===== config.mk =====
export PLATFORM = sky130hd
export DESIGN_NAME = lav_rowser
export DESIGN_NICKNAME = d
export VERILOG_FILES = /design/src/rtl/lav_pkg.sv /design/src/rtl/lav_rowser.sv
export SDC_FILE = /design/constraint.sdc
export NUM_CORES = 1
export LEC_CHECK = 0
export ABC_AREA = 1
export BUFFER_PORTS_ARGS = -buffer_cell sky130_fd_sc_hd__buf_4
export CAP_MARGIN = 30
export CORE_AREA = 2 2 202 204
export CTS_BUF_LIST = sky130_fd_sc_hd__clkbuf_4 sky130_fd_sc_hd__clkbuf_8
export CTS_CLUSTER_SIZE = 14
export DETAILED_ROUTE_END_ITERATION = 6
export DIE_AREA = 0 0 204 206
export PLACE_DENSITY = 0.65
export SLEW_MARGIN = 10
export SYNTH_ARGS = -nofsm -noshare
export SYNTH_HDL_FRONTEND = slang
export SYNTH_SLANG_ARGS = --single-unit

===== constraint.sdc =====
create_clock -name aclk -period 11.3 [get_ports aclk]
set_clock_uncertainty 0.2 [all_clocks]
set_input_delay 1.13 -clock aclk [delete_from_list [all_inputs] [get_ports aclk]]
set_output_delay 1.13 -clock aclk [all_outputs]
set_load 0.05 [all_outputs]

===== src/rtl/lav_pkg.sv =====
// Shared widths, types and a helper function for the look-at view matrix block.
package lav_pkg;

    // Field format: signed fixed point, DW bits with FB fraction bits.
    localparam int DW = 32;
    localparam int FB = 16;

    // Magnitude of a component difference, and of a normalised component.
    localparam int MAG_W = 32;
    localparam int NM_W = 30;
    localparam int SQ_W = 2 * NM_W;
    localparam int SUM_W = SQ_W + 2;

    // Square root: one result bit per stage.
    localparam int ROOT_W = SUM_W / 2;
    localparam int SQ_STEPS = ROOT_W;

    // Division for the unit components: one quotient bit per stage.
    localparam int DIVD_W = NM_W + FB + 1;
    localparam int Q_W = FB + 1;
    localparam int DIV_STEPS = Q_W;

    // Unit vector components lie in [-2^FB, 2^FB].
    localparam int UNIT_W = FB + 2;
    // Right and true up components.
    localparam int ROW_W = FB + 4;
    // Translation accumulator.
    localparam int ACC_W = ROW_W + DW + 3;

    // Register stages through the normalising unit.
    localparam int NORM_LAT = 5 + SQ_STEPS + 1 + DIV_STEPS + 1;

    localparam longint WMAX = (longint'(1) <<< (DW - 1)) - 1;
    localparam longint WMIN = -WMAX - 1;
    localparam longint HALF = longint'(1) <<< (FB - 1);

    localparam logic [1:0] LAST_ROW = 2'd3;
    localparam logic [DW-1:0] ONE_Q = DW'(longint'(1) <<< FB);

    typedef logic [DW-1:0] word_t;
    typedef logic [2:0][DW-1:0] word3_t;
    typedef logic [2:0][MAG_W-1:0] mag3_t;
    typedef logic [2:0][UNIT_W-1:0] unit3_t;
    typedef logic [2:0][3:0][DW-1:0] rows_t;

    // Arithmetic shift by FB (floor), then saturate to the field range.
    function automatic word_t sat_word(input logic signed [ACC_W-1:0] v);
        logic signed [ACC_W-1:0] s;
        s = v >>> FB;
        if (s > WMAX) begin
            sat_word = DW'(WMAX);
        end else if (s < WMIN) begin
            sat_word = DW'(WMIN);
        end else begin
            sat_word = s[DW-1:0];
        end
    endfunction

endpackage


===== src/rtl/lav_rowser.sv =====
// Output register that sends a finished matrix one row per transaction.
module lav_rowser (
    input  logic                 aclk,
    input  logic                 aresetn,
    input  logic                 in_valid,
    input  lav_pkg::rows_t       in_rows,
    input  logic                 in_degen,
    output logic                 en,
    output logic                 m_valid,
    input  logic                 m_ready,
    output logic [1:0]           m_row_index,
    output logic [lav_pkg::DW-1:0] m_col0,
    output logic [lav_pkg::DW-1:0] m_col1,
    output logic [lav_pkg::DW-1:0] m_col2,
    output logic [lav_pkg::DW-1:0] m_col3,
    output logic                 m_last_row,
    output logic                 m_degenerate
);
    import lav_pkg::*;

    typedef logic [3:0][3:0][DW-1:0] mat_t;

    logic       hold_reg;
    logic [1:0] row_reg;
    mat_t       mat_reg;
    logic       degen_reg;

    // The pipeline moves when no matrix is held or its last row leaves now.
    assign en = !hold_reg || (m_ready && row_reg == LAST_ROW);

    always_ff @(posedge aclk) begin
        if (!aresetn) begin
            hold_reg <= 1'b0;
            row_reg  <= '0;
        end else if (en) begin
            hold_reg <= in_valid;
            row_reg  <= '0;
        end else if (m_ready) begin
            row_reg <= row_reg + 2'd1;
        end
    end

    always_ff @(posedge aclk) begin
        if (en) begin
            mat_reg[2:0] <= in_rows;
            mat_reg[3]   <= {ONE_Q, {(3 * DW){1'b0}}};
            degen_reg    <= in_degen;
        end
    end

    assign m_valid      = hold_reg;
    assign m_row_index  = row_reg;
    assign m_col0       = mat_reg[row_reg][0];
    assign m_col1       = mat_reg[row_reg][1];
    assign m_col2       = mat_reg[row_reg][2];
    assign m_col3       = mat_reg[row_reg][3];
    assign m_last_row   = row_reg == LAST_ROW;
    assign m_degenerate = degen_reg;

endmodule


# Yosys cells after proc, flatten, opt, wreduce, memory -nomap -nowiden
# Cells that the tools add are included.
# word_totals
register_bits,388
latchBits,0
mem_bits_rw,0
romBits,0
input_bits,389
out_inout_bits,134
n_memories,0
# classes
n_addsub,1
n_mul,0
div_mod_pow,0
magnitude_cmp,1
n_eq_ne,1
shifts,0
n_mux,2
bitwise_logic,1
n_reduce_logical,4
# ops
operator,count
$bmux 128 s2,1
$mux 128,1
$lt 2x3->1 const B,1
$add 2x1->2 const B,1
$eq 2x2->1 const B,1
$reduce_or 2->1,1
$logic_and 1x1->1,1
$logic_not 1->1,1
$logic_or 1x1->1,1
$not 1->1,1

# Depth between registers and ports, before layout
# Gate-level depths: netlist of the first run.
# depth
depth_word,4
depth_mapped,7
depth_no_buf,5

# Worst setup path before layout of the first run
# OpenSTA, ideal clock, no wires.
# synth_path
kind,flip-flop to output port
start,"register row_reg[1], in the netlist m_row_index[1]"
end,output en
arrival_time_ps,9788
path_slack_ps,182
stages_incl_launch_ff,4
path_buffers,0
cell_sequence,dfxtp_1 -> ha_1 -> nand2_1 -> nand2_1
# synth_between
elab_chain_cells,3
# synth_rtl
item,line,text
from (decl),lav_rowser.sv:24,logic [1:0] row_reg;
from (signal assigned),lav_rowser.sv:39,row_reg <= row_reg + 2'd1;
$eq 2x2->1,--,
via m_last_row,lav_rowser.sv:16,"output logic m_last_row,"
$logic_and 1x1->1,lav_rowser.sv:29,assign en = !hold_reg || (m_ready && row_reg == LAST_ROW);
$logic_or 1x1->1,lav_rowser.sv:29,
to (decl),lav_rowser.sv:8,"output logic en,"
# The timed path passes the listed nets, and every way through them passes these cells.

# Worst setup path in the final report of the first run
# layout_path
start,"register row_reg[1], in the netlist m_row_index[1]"
end,output m_col1[0] in the netlist's numbering
# layout_between
elab_chain_cells,2
# layout_rtl
item,line,text
$bmux 128 s2,lav_rowser.sv:54,assign m_col1 = mat_reg[row_reg][1];
$mux 128,--,
to (decl),lav_rowser.sv:13,"output logic [lav_pkg::DW-1:0] m_col1,"
# Every way passes these cells. The select of a mux whose other input is x is not followed.

==> results_dict.tcl, run 1 <==
set metrics [dict create \
    status "complete, no violations" \
    largest_register_ffs 384 \
    cap_viol_max_count 0 \
    path_buf_inv 3 \
    setup_viol 0 \
    synth_cell_types 15 \
    cts_tree "done" \
    crit_fanout 69 \
    drt_iter0_drc 655 \
    r2r_cells 7 \
    clkPwrFrac 0.340 \
    postCtsSetupBuffers 0 \
    yosysSeqAreaShare 0.746 \
    p_total_mw 3.52 \
    htreeDepth 3 \
    grt_overflow 0 \
    antenna_found_initial 1 \
    synth_warnings 0 \
    peakVddDrop_uv 107 \
    hpwl_um 28400 \
    use_met2 0.317 \
    min_period_over_period 0.418 \
    synth_area_sq_um 15600 \
    final_cell_mix "buf_4, nand2_1, edfxtp_1" \
    rsz0062_at_grt "no" \
    clock-sinks 388 \
    syn_nets 1749 \
    end_kind "primary output" \
    clock.fmax_mhz 212 \
    crit_required_ns 9.97 \
    layout.cells.non_filler 2484 \
    worst_r2r_startpoint "m_row_index[0]" \
    switchingPower_mw 0.952 \
    root_buffer "clkbuf_8" \
    tightestPinTransition_ns 0.961 \
    grt_use_total 0.189 \
    period_needed_ns 4.72 \
    cts_buffer_depth 3 \
    comb_power_share 0.162 \
    grt_max_degree 169 \
    p_leak_nw 10.1 \
    drive_gt1_frac 0.329 \
    seqPwrFrac 0.498 \
    cp_num_cells 6 \
    drt_first_pass_iters 5 \
    switching_share 0.270 \
    setup_tns_ns 0 \
    wl_per_cell_um 16.6 \
    gr-max-usage-layer "met2" \
    gr-usage-met3 0.0669 \
    crit_path_top_delay_cell "nor2_8" \
    placed_cells 2366 \
    remaining_drc_errors 0 \
    io_pins 523 \
    hold_violations 0 \
    synthToLayoutAreaGrowth_pct 36.5 \
    start_util 0.388 \
    startpoint_type "register" \
    mostFrequentLayoutCell "buf_4" \
    crit_start "m_row_index[1]" \
    slowest_delay_ns 0.81 \
    die_x_um 204 \
    powerDensity_nw_per_um2 166 \
    avgSynthCellArea_sq_um 11.5 \
    ys_ff_latch 388 \
    clk_pin_slew_ns 0.06 \
    post_cts_resized 0 \
    path_cells "inv_4, nor2_8, buf_4, nand2_1, nand2_1, buf_4" \
    grt_pass1_vias 10985 \
    worstReg2RegEnd "mat_reg[187]" \
    gr-usage-met1 0.216 \
    worst-setup-path-type "register to primary output" \
    coreArea_sq_um 40200 \
    die-height_um 206 \
    gp_congestion 0.804 \
    drt.antenna.violating_nets 0 \
    cp_top_family "buffers and inverters" \
    grt_pass1_wl_um 59900 \
    clock_latency_ns 0.59 \
    drt-total-wl_um 41100 \
    routed_via_density 4.46 \
    portBuffers 522 \
    cp-endpoint "m_col1[0]" \
    die-area_sq_um 42000 \
    slew_headroom 0.359 \
    rrSetupSlack_ns 7.56 \
    rows 74 \
    cts_inserted_buffers 67 \
    slew_violations 0 \
    num_vias 11071 \
    arrival_ns 3.39 \
    cts-hold-fix-buffers 0 \
    synth_cells 1359 \
    min_path_type "register to register" \
    antenna_cells 0 \
    final_nets 2295 \
    p_int_mw 2.57 \
]
## area by class of cell
cell class	count	area, sq um
fillers	3510	18900
multi-input cells	655	2650
clock inverters	27	125
inverters	260	981
clock buffers	89	1120
well taps	532	666
flip-flops and latches	388	11600
repair buffers	533	4070
## worst min-delay path: stages, from the launching register on
cell	delay [ns]
dfxtp_1	0.35
nand3_1	0.15
nor2_1	0.05
## cells in the mapped netlist
cell | instances | area (sq um)
buf_6 | 1 | 11.3
inv_2 | 2 | 7.51
o21ai_0 | 1 | 5.00
dfxtp_1 | 3 | 60.1
clkbuf_1 | 1 | 3.75
nand3_1 | 129 | 646
nand2_1 | 519 | 1950
buf_4 | 18 | 135
inv_1 | 258 | 968
nor2_8 | 1 | 20.0
nor2_1 | 4 | 15.0
ha_1 | 1 | 12.5
buf_1 | 1 | 3.75
buf_2 | 35 | 175
edfxtp_1 | 385 | 11600
## logic make-up (layout without fill, tap and decap cells)
| logic type | Yosys count | count (layout) | share of synthesized area |
|---|---|---|---|
| and+or+nand+nor | 653 | 653 | 0.169 |
| DFF | 388 | 388 | 0.746 |
| buffers and inverters | 316 | 909 | 0.0838 |
| adders and majority gates | 1 | 1 | 0.000803 |
| AOI/OAI and AO/OA | 1 | 1 | 0.000321 |
## routing by layer
| layer | share of wire | vias up |
|---|---|---|
| li1 | - | 5426 |
| met1 | 0.38 | 5107 |
| met2 | 0.49 | 442 |
| met3 | 0.088 | 94 |
| met4 | 0.041 | 2 |
| met5 | 0.00024 | - |
## worst min-delay path by stage
stage / from / endpoint / slack (ns) / depth (start not counted)
after global placement: m_valid / m_row_index[0] / 0.36 / 2
final: m_valid / m_row_index[0] / 0.38 / 2
after global routing: m_valid / m_row_index[0] / 0.41 / 2
after CTS: m_valid / m_row_index[0] / 0.38 / 2
after detailed placement: m_valid / m_row_index[0] / 0.37 / 2
after floorplan: m_valid / m_row_index[0] / 0.55 / 2
## power groups by stage
| stage | Sequential [mW] | Clock (mW) | Combinational (mW) |
|---|---|---|---|
| floorplan | 1.82 | 0 | 0.331 |
| global placement | 1.78 | 0 | 0.564 |
| detailed placement | 1.78 | 0 | 0.572 |
| CTS | 1.75 | 1.23 | 0.574 |
| global route | 1.76 | 1.29 | 0.613 |
| finish | 1.75 | 1.20 | 0.571 |
## through the flow
stage	hold WS (ns)	area, sq um	utilization	setup WS, ns
floorplan	0.549	15600	-	0.182
global placement	0.359	19900	0.496	6.84
detailed placement	0.369	19900	0.496	7.03
CTS	0.380	21200	0.527	6.40
global route	0.412	21200	0.529	6.25
finish	0.378	21200	0.529	6.58
Power figures use the tool's default switching activity.
==> run 2: changes to the inputs <==
==> constraint.sdc (replaced) <==
create_clock -name aclk -period 3.8 [get_ports aclk]
set_clock_uncertainty 0.2 [all_clocks]
set_input_delay 0.38 -clock aclk [delete_from_list [all_inputs] [get_ports aclk]]
set_output_delay 0.38 -clock aclk [all_outputs]
set_load 0.05 [all_outputs]
==> results_dict.tcl, run 2 (synthesized netlist as in run 1, its figures left out) <==
set metrics [dict create \
    final_design_area_no_fill_sq_um 25300 \
    grt_max_degree 130 \
    gp_congestion 0.847 \
    clk_pin_slew_ns 0.06 \
    worst-setup-path-type "register to primary output" \
    grt_overflow 0 \
    p_total_mw 11.0 \
    routed_via_density 4.55 \
    fin_ws_ns 0.496 \
    htreeDepth 3 \
    rrSetupSlack_ns 0.98 \
    crit_fanout 62 \
    rows 74 \
    drive_gt1_frac 0.277 \
    crit_required_ns 3.22 \
    worstReg2RegEnd "mat_reg[300]" \
    slew_violations 0 \
    arrival_ns 2.72 \
    final_cell_mix "buf_4, nand2_1, dlygate4sd3_1" \
    peakVddDrop_uv 433 \
    grt_use_total 0.229 \
    min_path_type "input port to register" \
    hold_violations 0 \
    cp_top_family "flip-flops" \
    postPlaceCellArea_sq_um 20100 \
    drt_iter0_drc 906 \
    worst_r2r_startpoint "m_row_index[0]" \
    end_kind "primary output" \
    min_period_over_period 0.870 \
    status "complete, no violations" \
    mostFrequentLayoutCell "buf_4" \
    root_buffer "clkbuf_8" \
    clock-sinks 388 \
    cts_inserted_buffers 67 \
    min_from "in_rows[263]" \
    p_leak_nw 11.8 \
    antenna_found_initial 4 \
    drt_first_pass_iters 5 \
    period_needed_ns 3.30 \
    num_vias 13148 \
    die-area_sq_um 42000 \
    largest_register_ffs 384 \
    wl_per_cell_um 17.2 \
    startpoint_type "register" \
    drt-total-wl_um 49500 \
    die_x_um 204 \
    slowest_delay_ns 0.88 \
    cts_buffer_depth 3 \
    drt.antenna.violating_nets 0 \
    cap_viol_max_count 0 \
    whs_path_depth 2 \
    setup_viol 0 \
    powerDensity_nw_per_um2 434 \
    start_util 0.388 \
    io_pins 523 \
    final_nets 2694 \
    r2r_cells 4 \
    clock_latency_ns 0.59 \
    n_fill_cell 2875 \
    post-place-ws_ns 0.892 \
    hpwl_um 28700 \
    portBuffers 522 \
    path_cells "ha_1, nand2_1, nand2_8, buf_4" \
    setup_tns_ns 0 \
    coreArea_sq_um 40200 \
    cts_tree "done" \
    rsz0062_at_grt "no" \
    crit_path_top_delay_cell "dfxtp_4" \
    synthToLayoutAreaGrowth_pct 62.4 \
    grt_pass1_wl_um 73500 \
    tightestPinTransition_ns 0.862 \
    min_to "mat_reg[263]" \
    remaining_drc_errors 0 \
    slew_headroom 0.426 \
    clock.fmax_mhz 303 \
    postCtsSetupBuffers 0 \
    path_buf_inv 1 \
    die-height_um 206 \
    grt_pass1_vias 14089 \
]
run 2: repair_timing:
item,in CTS,in global routing
hold endpoints to repair,388,0
resized for setup,0,0
setup endpoints to repair,0,0
hold buffers,391,0
run 2: per-stage QoR:
stage               hold WS, ns  cells  utilization
finish                    0.291   2887        0.629
global route              0.252   2886        0.629
CTS                       0.223   2883        0.629
detailed placement        0.359   2376        0.500
global placement          0.358   2376        0.500
floorplan                 0.279   1359            -
run 2: worst max path at each step:
stage                        start      endpoint  slack, ns  cells after the start
finish              m_row_index[0]            en       0.50                      4
global route        m_row_index[0]            en       0.30                      4
CTS                 m_row_index[0]            en       0.34                      4
detailed placement  m_row_index[0]  mat_reg[296]       0.89                      4
global placement    m_row_index[0]  mat_reg[296]       0.91                      4
floorplan           m_row_index[1]  m_degenerate       0.09                      3
run 2: metal layers:
metal	part of all wire	wire length [um]	GRT usage
met4	0.032	1610	0.105
met2	0.53	26300	0.420
met3	0.076	3760	0.0572
met1	0.36	17800	0.250
met5	0.00026	13	0
run 2: power breakdown:
group	switching (mW)	total [mW]	internal (mW)
Combinational	1.23	2.10	0.873
Clock	1.70	3.65	1.95
Sequential	0.108	5.23	5.12
run 2: cell type report:
type                    count  area, sq um  share of cell area
diodes                      4         10.0            0.000396
clock buffers              89         1090              0.0432
clock inverters            27          169             0.00668
inverters                 260          981              0.0388
multi-input cells         655         2660               0.105
flip-flops and latches    388        11600               0.460
well taps                 532          666              0.0263
repair buffers            932         8090               0.320
